File: src/rtl/core/mcat_pkg.sv
// Package for the multi-channel compare alarm timer.
// Holds field widths, command codes and the per-channel control struct.
// No dependencies.
`timescale 1ns / 1ps

package mcat_pkg;

  localparam int COUNT_W = 16;
  localparam int CMD_W   = 3;
  localparam int CHAN_W  = 3;
  localparam int MASK_W  = 3;

  typedef enum logic [CMD_W-1:0] {
    CMD_TICK    = 3'd0,
    CMD_ARM_NOW = 3'd1,
    CMD_ARM_REF = 3'd2,
    CMD_UNSET   = 3'd3,
    CMD_STOP    = 3'd4,
    CMD_START   = 3'd5
  } cmd_t;

  // Decoded command, broadcast to every compare channel
  typedef struct packed {
    logic               tick_en;
    logic               arm;
    logic               unset;
    logic               stop;
    logic               start;
    logic [COUNT_W-1:0] arm_value;
    logic [COUNT_W-1:0] arm_period;
  } chan_ctrl_t;

endpackage

File: src/rtl/core/mcat_if.sv
// Valid/ready channel interfaces for the compare alarm timer.
// Depends on mcat_pkg for field widths.
`timescale 1ns / 1ps

interface mcat_in_if;
  import mcat_pkg::*;

  logic               valid;
  logic               ready;
  logic [CMD_W-1:0]   command;
  logic [CHAN_W-1:0]  channel;
  logic [COUNT_W-1:0] delay_ticks;
  logic [COUNT_W-1:0] repeat_period;
  logic [COUNT_W-1:0] reference_time;

  modport source(output valid, command, channel, delay_ticks, repeat_period,
                 reference_time, input ready);
  modport sink(input valid, command, channel, delay_ticks, repeat_period,
               reference_time, output ready);
endinterface

interface mcat_out_if;
  import mcat_pkg::*;

  logic               valid;
  logic               ready;
  logic               accepted;
  logic [MASK_W-1:0]  fired_mask;
  logic [COUNT_W-1:0] current_count;

  modport source(output valid, accepted, fired_mask, current_count, input ready);
  modport sink(input valid, accepted, fired_mask, current_count, output ready);
endinterface

File: src/rtl/core/mcat_chan.sv
// One compare channel: compare value, reload period and enable.
// Depends on mcat_pkg for the control struct.
`timescale 1ns / 1ps

module mcat_chan (
  input  logic                            clk,
  input  logic                            rst,
  input  logic                            step,
  input  logic                            sel,
  input  mcat_pkg::chan_ctrl_t            ctrl,
  input  logic [mcat_pkg::COUNT_W-1:0]    new_count,
  output logic                            fired
);
  import mcat_pkg::*;

  logic [COUNT_W-1:0] compare;
  logic [COUNT_W-1:0] period;
  logic               enabled;

  assign fired = ctrl.tick_en && enabled && (compare == new_count);

  always_ff @(posedge clk) begin
    if (rst) begin
      compare <= '0;
      period  <= '0;
      enabled <= 1'b0;
    end else if (step) begin
      if (fired) begin
        // reload on a nonzero period, otherwise retire the one-shot
        if (period != '0) begin
          compare <= compare + period;
        end else begin
          compare <= '0;
          enabled <= 1'b0;
        end
      end
      if (ctrl.arm && sel) begin
        compare <= ctrl.arm_value;
        period  <= ctrl.arm_period;
        enabled <= 1'b1;
      end
      if (ctrl.unset && sel) begin
        compare <= '0;
        period  <= '0;
        enabled <= 1'b0;
      end
      if (ctrl.stop) begin
        enabled <= 1'b0;
      end
      if (ctrl.start) begin
        period  <= '0;
        enabled <= 1'b0;
      end
    end
  end

endmodule

File: src/rtl/core/multi_channel_compare_alarm_timer.sv
// Top level of the multi-channel compare alarm timer.
// Depends on mcat_pkg, mcat_in_if / mcat_out_if and mcat_chan.
`timescale 1ns / 1ps

// A 16-bit tick counter with CHANNELS compare channels (1 to 8). Each command
// transfer yields exactly one result transfer: accepted, the mask of channels
// that fired (channels 0 to 2 only) and the count after the command. A new
// command can be taken every clock cycle while the sink does not stall; a
// command passes the input register and then the result register. The
// result register lets a command be taken while the previous result still
// waits on a stalled sink. Arm and unset with a channel at or above CHANNELS,
// and undefined command codes, change nothing and report accepted low.
module multi_channel_compare_alarm_timer #(
  parameter int CHANNELS = 3
) (
  input  logic       clk,
  input  logic       rst,
  mcat_in_if.sink    req,
  mcat_out_if.source rsp
);
  import mcat_pkg::*;

  // Input register
  logic               in_valid;
  logic [CMD_W-1:0]   in_command;
  logic [CHAN_W-1:0]  in_channel;
  logic [COUNT_W-1:0] in_delay;
  logic [COUNT_W-1:0] in_period;
  logic [COUNT_W-1:0] in_reference;

  // Timer state
  logic [COUNT_W-1:0] count;
  logic [COUNT_W-1:0] count_next;
  logic               counting;
  logic               counting_next;

  // Result register
  logic               out_valid;
  logic               out_accepted;
  logic [MASK_W-1:0]  out_fired;
  logic [COUNT_W-1:0] out_count;

  logic               out_free;
  logic               step;
  logic               ch_ok;
  logic               accepted_next;
  chan_ctrl_t         ctrl;
  logic [CHANNELS-1:0] fired;
  logic [MASK_W-1:0]  fired_mask;

  // Advance the stored command whenever the result register can take it
  assign out_free  = !out_valid || rsp.ready;
  assign step      = in_valid && out_free;
  assign req.ready = !in_valid || out_free;

  always_ff @(posedge clk) begin
    if (rst) begin
      in_valid <= 1'b0;
    end else if (req.valid && req.ready) begin
      in_valid <= 1'b1;
    end else if (step) begin
      in_valid <= 1'b0;
    end
  end

  // Payload holds no reset
  always_ff @(posedge clk) begin
    if (req.valid && req.ready) begin
      in_command   <= req.command;
      in_channel   <= req.channel;
      in_delay     <= req.delay_ticks;
      in_period    <= req.repeat_period;
      in_reference <= req.reference_time;
    end
  end

  assign ch_ok = {1'b0, in_channel} < (CHAN_W + 1)'(CHANNELS);

  // Decode the command into the shared channel controls
  always_comb begin
    ctrl            = '0;
    ctrl.arm_period = in_period;
    ctrl.arm_value  = count + in_delay;
    accepted_next   = 1'b1;
    count_next      = count;
    counting_next   = counting;
    case (cmd_t'(in_command))
      CMD_TICK: begin
        if (counting) begin
          count_next   = count + 1'b1;
          ctrl.tick_en = 1'b1;
        end
      end
      CMD_ARM_NOW: begin
        ctrl.arm      = ch_ok;
        accepted_next = ch_ok;
      end
      CMD_ARM_REF: begin
        ctrl.arm       = ch_ok;
        ctrl.arm_value = in_reference + in_delay;
        accepted_next  = ch_ok;
      end
      CMD_UNSET: begin
        ctrl.unset    = ch_ok;
        accepted_next = ch_ok;
      end
      CMD_STOP: begin
        ctrl.stop     = 1'b1;
        counting_next = 1'b0;
      end
      CMD_START: begin
        ctrl.start    = 1'b1;
        counting_next = 1'b1;
      end
      default: begin
        accepted_next = 1'b0;
      end
    endcase
  end

  // One compare unit per channel, all checked against the new count at once
  for (genvar c = 0; c < CHANNELS; c++) begin : g_chan
    mcat_chan u_chan (
      .clk       (clk),
      .rst       (rst),
      .step      (step),
      .sel       (in_channel == CHAN_W'(c)),
      .ctrl      (ctrl),
      .new_count (count_next),
      .fired     (fired[c])
    );
  end

  // Only the low channels show in the mask
  for (genvar b = 0; b < MASK_W; b++) begin : g_mask
    if (b < CHANNELS) begin : g_used
      assign fired_mask[b] = fired[b];
    end else begin : g_none
      assign fired_mask[b] = 1'b0;
    end
  end

  always_ff @(posedge clk) begin
    if (rst) begin
      count    <= '0;
      counting <= 1'b1;
    end else if (step) begin
      count    <= count_next;
      counting <= counting_next;
    end
  end

  always_ff @(posedge clk) begin
    if (rst) begin
      out_valid <= 1'b0;
    end else if (step) begin
      out_valid <= 1'b1;
    end else if (rsp.ready) begin
      out_valid <= 1'b0;
    end
  end

  always_ff @(posedge clk) begin
    if (step) begin
      out_accepted <= accepted_next;
      out_fired    <= fired_mask;
      out_count    <= count_next;
    end
  end

  assign rsp.valid         = out_valid;
  assign rsp.accepted      = out_accepted;
  assign rsp.fired_mask    = out_fired;
  assign rsp.current_count = out_count;

  // A command other than tick never reports a firing channel
  a_fire_only_tick: assert property (@(posedge clk) disable iff (rst)
    !rst && step && in_command != CMD_TICK |=> out_fired == '0)
    else $error("fired mask set for a non-tick command");

  // The counter moves by at most one per command
  a_count_step: assert property (@(posedge clk) disable iff (rst)
    !rst && step |=> (count == $past(count)) || (count == $past(count) + 1'b1))
    else $error("counter jumped");

  // A stopped counter holds its value
  a_stopped_holds: assert property (@(posedge clk) disable iff (rst)
    !rst && step && !counting |=> count == $past(count))
    else $error("counter moved while stopped");

endmodule
File: src/flat_wrapper.sv
// flat-port wrapper written by rule: the top's interface ports become plain ports
module multi_channel_compare_alarm_timer_flat import mcat_pkg::*;
#(
  parameter int CHANNELS = 3
)
  (clk, rst, req_valid, req_command, req_channel, req_delay_ticks, req_repeat_period, req_reference_time, req_ready, rsp_valid, rsp_accepted, rsp_fired_mask, rsp_current_count, rsp_ready);
  mcat_in_if req_i ();
  mcat_out_if rsp_i ();
  input  logic clk;
  input  logic rst;
  input wire logic [$bits(req_i.valid)-1:0] req_valid;
  input wire logic [$bits(req_i.command)-1:0] req_command;
  input wire logic [$bits(req_i.channel)-1:0] req_channel;
  input wire logic [$bits(req_i.delay_ticks)-1:0] req_delay_ticks;
  input wire logic [$bits(req_i.repeat_period)-1:0] req_repeat_period;
  input wire logic [$bits(req_i.reference_time)-1:0] req_reference_time;
  output wire logic [$bits(req_i.ready)-1:0] req_ready;
  output wire logic [$bits(rsp_i.valid)-1:0] rsp_valid;
  output wire logic [$bits(rsp_i.accepted)-1:0] rsp_accepted;
  output wire logic [$bits(rsp_i.fired_mask)-1:0] rsp_fired_mask;
  output wire logic [$bits(rsp_i.current_count)-1:0] rsp_current_count;
  input wire logic [$bits(rsp_i.ready)-1:0] rsp_ready;
  assign req_i.valid = req_valid;
  assign req_i.command = req_command;
  assign req_i.channel = req_channel;
  assign req_i.delay_ticks = req_delay_ticks;
  assign req_i.repeat_period = req_repeat_period;
  assign req_i.reference_time = req_reference_time;
  assign req_ready = req_i.ready;
  assign rsp_valid = rsp_i.valid;
  assign rsp_accepted = rsp_i.accepted;
  assign rsp_fired_mask = rsp_i.fired_mask;
  assign rsp_current_count = rsp_i.current_count;
  assign rsp_i.ready = rsp_ready;
  multi_channel_compare_alarm_timer #(.CHANNELS(CHANNELS)) u_core (.clk(clk), .rst(rst), .req(req_i), .rsp(rsp_i));
endmodule
File: config.mk
export PLATFORM = sky130hd
export DESIGN_NAME = multi_channel_compare_alarm_timer_flat
export DESIGN_NICKNAME = d
export VERILOG_FILES = /design/src/rtl/core/mcat_pkg.sv /design/src/rtl/core/mcat_if.sv /design/src/rtl/core/mcat_chan.sv /design/src/rtl/core/multi_channel_compare_alarm_timer.sv /design/src/flat_wrapper.sv
export SDC_FILE = /design/constraint.sdc
export NUM_CORES = 1
export LEC_CHECK = 0
export BUFFER_PORTS_ARGS = -buffer_cell sky130_fd_sc_hd__buf_2
export CORE_ASPECT_RATIO = 0.8
export CORE_MARGIN = 1
export CORE_UTILIZATION = 30
export DETAILED_ROUTE_END_ITERATION = 10
export PLACE_DENSITY = 0.5
export RECOVER_POWER = 100
export SLEW_MARGIN = 10
export SYNTH_ARGS = -nofsm -noshare
export SYNTH_HDL_FRONTEND = slang
export SYNTH_SLANG_ARGS = --single-unit
File: constraint.sdc
create_clock -name clk -period 9.8 [get_ports clk]
set_input_delay 0.49 -clock clk [delete_from_list [all_inputs] [get_ports clk]]
set_output_delay 0.49 -clock clk [all_outputs]
set_load 0.01 [all_outputs]
==> results.md <==
- CTS H-tree depth: 4
- IO Count: 80
- Initial antenna violation count: 0
- Pleak: between 0.004 and 0.005 uW
- Synth async-reset ratio: 0
- Dpl ws: 5.478 ns
- Synth cell types: 82
- Seq/Total Area, Yosys: 0.3988
- Vias per inst: 5.443
- CTS Buffer Depth: 2
- Internal power: between 1000 and 1500 uW
- Post-DP HPWL: 28850 um
- Failing checks: DRC, capacitance limit, slew limit
- Post-route cell area: 12820 sq um
- Post-cts resize count: 0
- Min Tclk post-route: approximately 6.4 ns
- Post-CTS Setup Bufs: 0
- Total number of vias: 9547
- Buffers on Ports: 79
- Critical Path Start Type: flip-flop
- Switch share: 0.2839
- Die Area: 39110 sq um
- Critical setup path kind: flip-flop to flip-flop
- Routed len/inst: 21.96 um
- Placed Area: 12330 sq um
- Yosys top cell area share: 0.2055
- Peak supply drop: 0.1139 mV
- Die Y: 177.1 um
- Synth area leaders: dfxtp_1, edfxtp_1, ha_1, xnor2_1, a21oi_1
- Root Buffer Master: clkbuf_16
- Gpl congestion: 0.9238
- Clock power frac: 0.420
- Largest net degree at the start of global routing: 89
- Worst hold stages: 1
- TritonCTS clock tree: built
- Worst slew pin tran: 3.913 ns
- Post-synthesis instance total: between 1000 and 1500
- Crit-path slowest cell: o31ai_1
- Comb pwr share: 0.089
- Synth Warn #: 0
- CP bufs+invs: 1
- Clock skew: roughly 0.015 ns
- Clock sinks: 192
- Worst skew pair latency: 0.46 ns
- Layout cells sized above 1: 0.1073
- Final setup violation count: 0
- Crit path largest cell delay: 2.30 ns
- Diodes inserted: 0
- F_max: 155.1 MHz
- Final hold violations: 0
- EDFF count, synth: 74
- Max Cap Viol: 4
- GRT Util Overall: 0.1982
- Pwr dens: 138.7 nW/um^2
- Outcome: complete, but fails checks
- DRT antenna net count: 0
- Area grow syn2layout: 11.53%
- #FFs+latches synth: about 190
- Routed Wire Length: between 30000 and 40000 um
- Final setup TNS: 0 ns
- Setup slack, reg-to-reg: 3.35 ns
- Grt ovf: 0
- Max-slew headroom: -1.609
- Net Count, Synth: 1329
- Family with the most delay on the worst path: simple AND/OR/NAND/NOR gates
- Syn_area_per_cell: 9.531 sq um
- Worst-path clk slew: 0.09 ns
- Post-synth top cells: dfxtp_1, a21oi_1, nand2_1
- P_sw: 504.9 uW
- Area leader, netlist: dfxtp_1
- Initial drt markers: 726
- Max FO, Critical Path: 30
- Sequential Power Share: 0.491
- Worst Setup End Kind: flip-flop
- Final worst slack: 3.352 ns
- Critical Path AT: 6.62 ns
- Die X: 220.9 um
- CP Data Required Time: 9.97 ns
- First-pass DRT Iterations: 8
- Hold crit path type: input pin to flip-flop
- Most frequent cell after synthesis: dfxtp_1
- Vias in the first global route: 8903
- FF-to-FF path depth: 10
- # DRC: 6
- RSZ-0062 raised after global routing: false
- Hold WS: 0.1935 ns
- TritonCTS Buffers: 17
- Core Area: 37360 sq um
- Post-Syn Area: 11490 sq um
- Top_reg_cell synth: dfxtp_1
- Final period util: 0.6579
- Sequence of cells on the critical path: or4b_1 -> nor4_1 -> and3_1 -> xnor3_1 -> and2_0 -> nand4_1 -> inv_1 -> o31ai_1 -> or3_1 -> a21oi_1
- Worst path depth: 10
- Initial core utilization: 0.3076
- First-pass GRT wire length: approximately 58000 um
- Hold buffers post-CTS: 0
- Nets: 1377
- Slew Viols, Final: 169
- Row count: 63
==> stage by stage <==
stage | power, uW | utilization | cells
global route | 1843 | 0.3431 | 1754
finish | 1778 | 0.3431 | 1754
CTS | 1800 | 0.3471 | 1754
detailed placement | 1050 | 0.3301 | 1722
global placement | 1051 | 0.3301 | 1722
floorplan | 973.7 | - | 1206
==> layout make-up <==
type / instances / area [sq um]
fill: 3940 / 24540
multi-input combinational: 918 / 6411
sequential: 192 / 4584
tap: 487 / 609.3
timing repair buffer: 94 / 464.2
clock buffer: 17 / 425.4
clock inverter: 15 / 209.0
inverter: 31 / 116.4
==> routing by layer <==
metal	vias to the layer above	routed length, um	track usage
met5	-	0	0
met4	0	733	0.05507
met3	37	2531	0.04150
met2	322	16350	0.2927
met1	4582	18910	0.2887
li1	4606	-	-
==> state kept, by name, indices dropped and copies added (netlist names), 3 cells and up <==
register and flops:
u_core.in_channel 3, u_core.in_delay 16, u_core.g_chan.u_chan.period 48, u_core.in_command 3, u_core.rsp.current_count 16, u_core.count 16
u_core.rsp.fired_mask 3, u_core.in_period 16, u_core.in_reference 16, u_core.g_chan.u_chan.compare 48, u_core.g_chan.u_chan.enabled 3
==> power by group through the flow <==
stage / clock [uW] / combinational, uW / sequential (uW)
6_report: 747 / 158 / 873
5_1_grt: 797 / 170 / 876
4_1_cts: 767 / 160 / 873
3_5_place_dp: 0 / 159 / 891
3_3_place_gp: 0 / 160 / 891
2_1_floorplan: 0 / 93.5 / 880
==> layout by cell type (no fill, tap or decap), types with 10 or more instances in the layout <==
| master | Yosys | layout |
|---|---|---|
| nor3_1 | 17 | 17 |
| nor2b_1 | 13 | 14 |
| a211oi_1 | 10 | 10 |
| buf_4 | 4 | 11 |
| nand3_1 | 74 | 74 |
| ha_1 | 61 | 61 |
| dfxtp_1 | 118 | 118 |
| xor2_1 | 43 | 43 |
| buf_2 | 4 | 56 |
| and3_1 | 10 | 10 |
| xnor2_1 | 68 | 69 |
| o31ai_1 | 16 | 17 |
| clkbuf_16 | 0 | 17 |
| a22oi_1 | 36 | 36 |
| a21oi_1 | 107 | 106 |
| clkbuf_1 | 45 | 27 |
| o21ai_0 | 36 | 36 |
| nand4_1 | 14 | 14 |
| or3_1 | 12 | 12 |
| a21o_1 | 18 | 18 |
| mux2_2 | 14 | 14 |
| edfxtp_1 | 74 | 74 |
| mux2i_1 | 14 | 14 |
| nand3b_1 | 19 | 19 |
| inv_1 | 29 | 30 |
| nor4_1 | 18 | 21 |
| nand2_1 | 98 | 98 |
| nor2_1 | 69 | 69 |
==> cells by family (layout without fill, tap and decap cells) <==
kind of cell | after synthesis | count (layout) | share of synthesized area
fa+ha+maj | 65 | 65 | 0.07336
mux | 28 | 28 | 0.02591
compound gates | 323 | 323 | 0.1930
xor+xnor | 118 | 118 | 0.09797
flops | 192 | 192 | 0.3988
simple gates | 384 | 384 | 0.1733
buf+inv | 96 | 157 | 0.03766
==> path summary, 6_finish.rpt <==
| check | end | from |
|---|---|---|
| min reg2reg | u_core.g_chan[0].u_chan.period[11] | u_core.g_chan[0].u_chan.period[11] |
| max reg2reg | u_core.g_chan[2].u_chan.compare[2] | u_core.in_command[0] |
| min | u_core.in_period[4] | req_repeat_period[4] |
| max | u_core.g_chan[2].u_chan.compare[2] | u_core.in_command[0] |
==> worst register-to-register path, stage by stage (launching register included) <==
cell and delay [ns]:
edfxtp_1 0.56, or4b_1 0.88, nor4_1 1.01, and3_1 0.45
xnor3_1 0.25, and2_0 0.14, nand4_1 0.12, inv_1 0.09
o31ai_1 2.30, or3_1 0.29, a21oi_1 0.06
No activity file was read; power rests on OpenSTA's default activity.
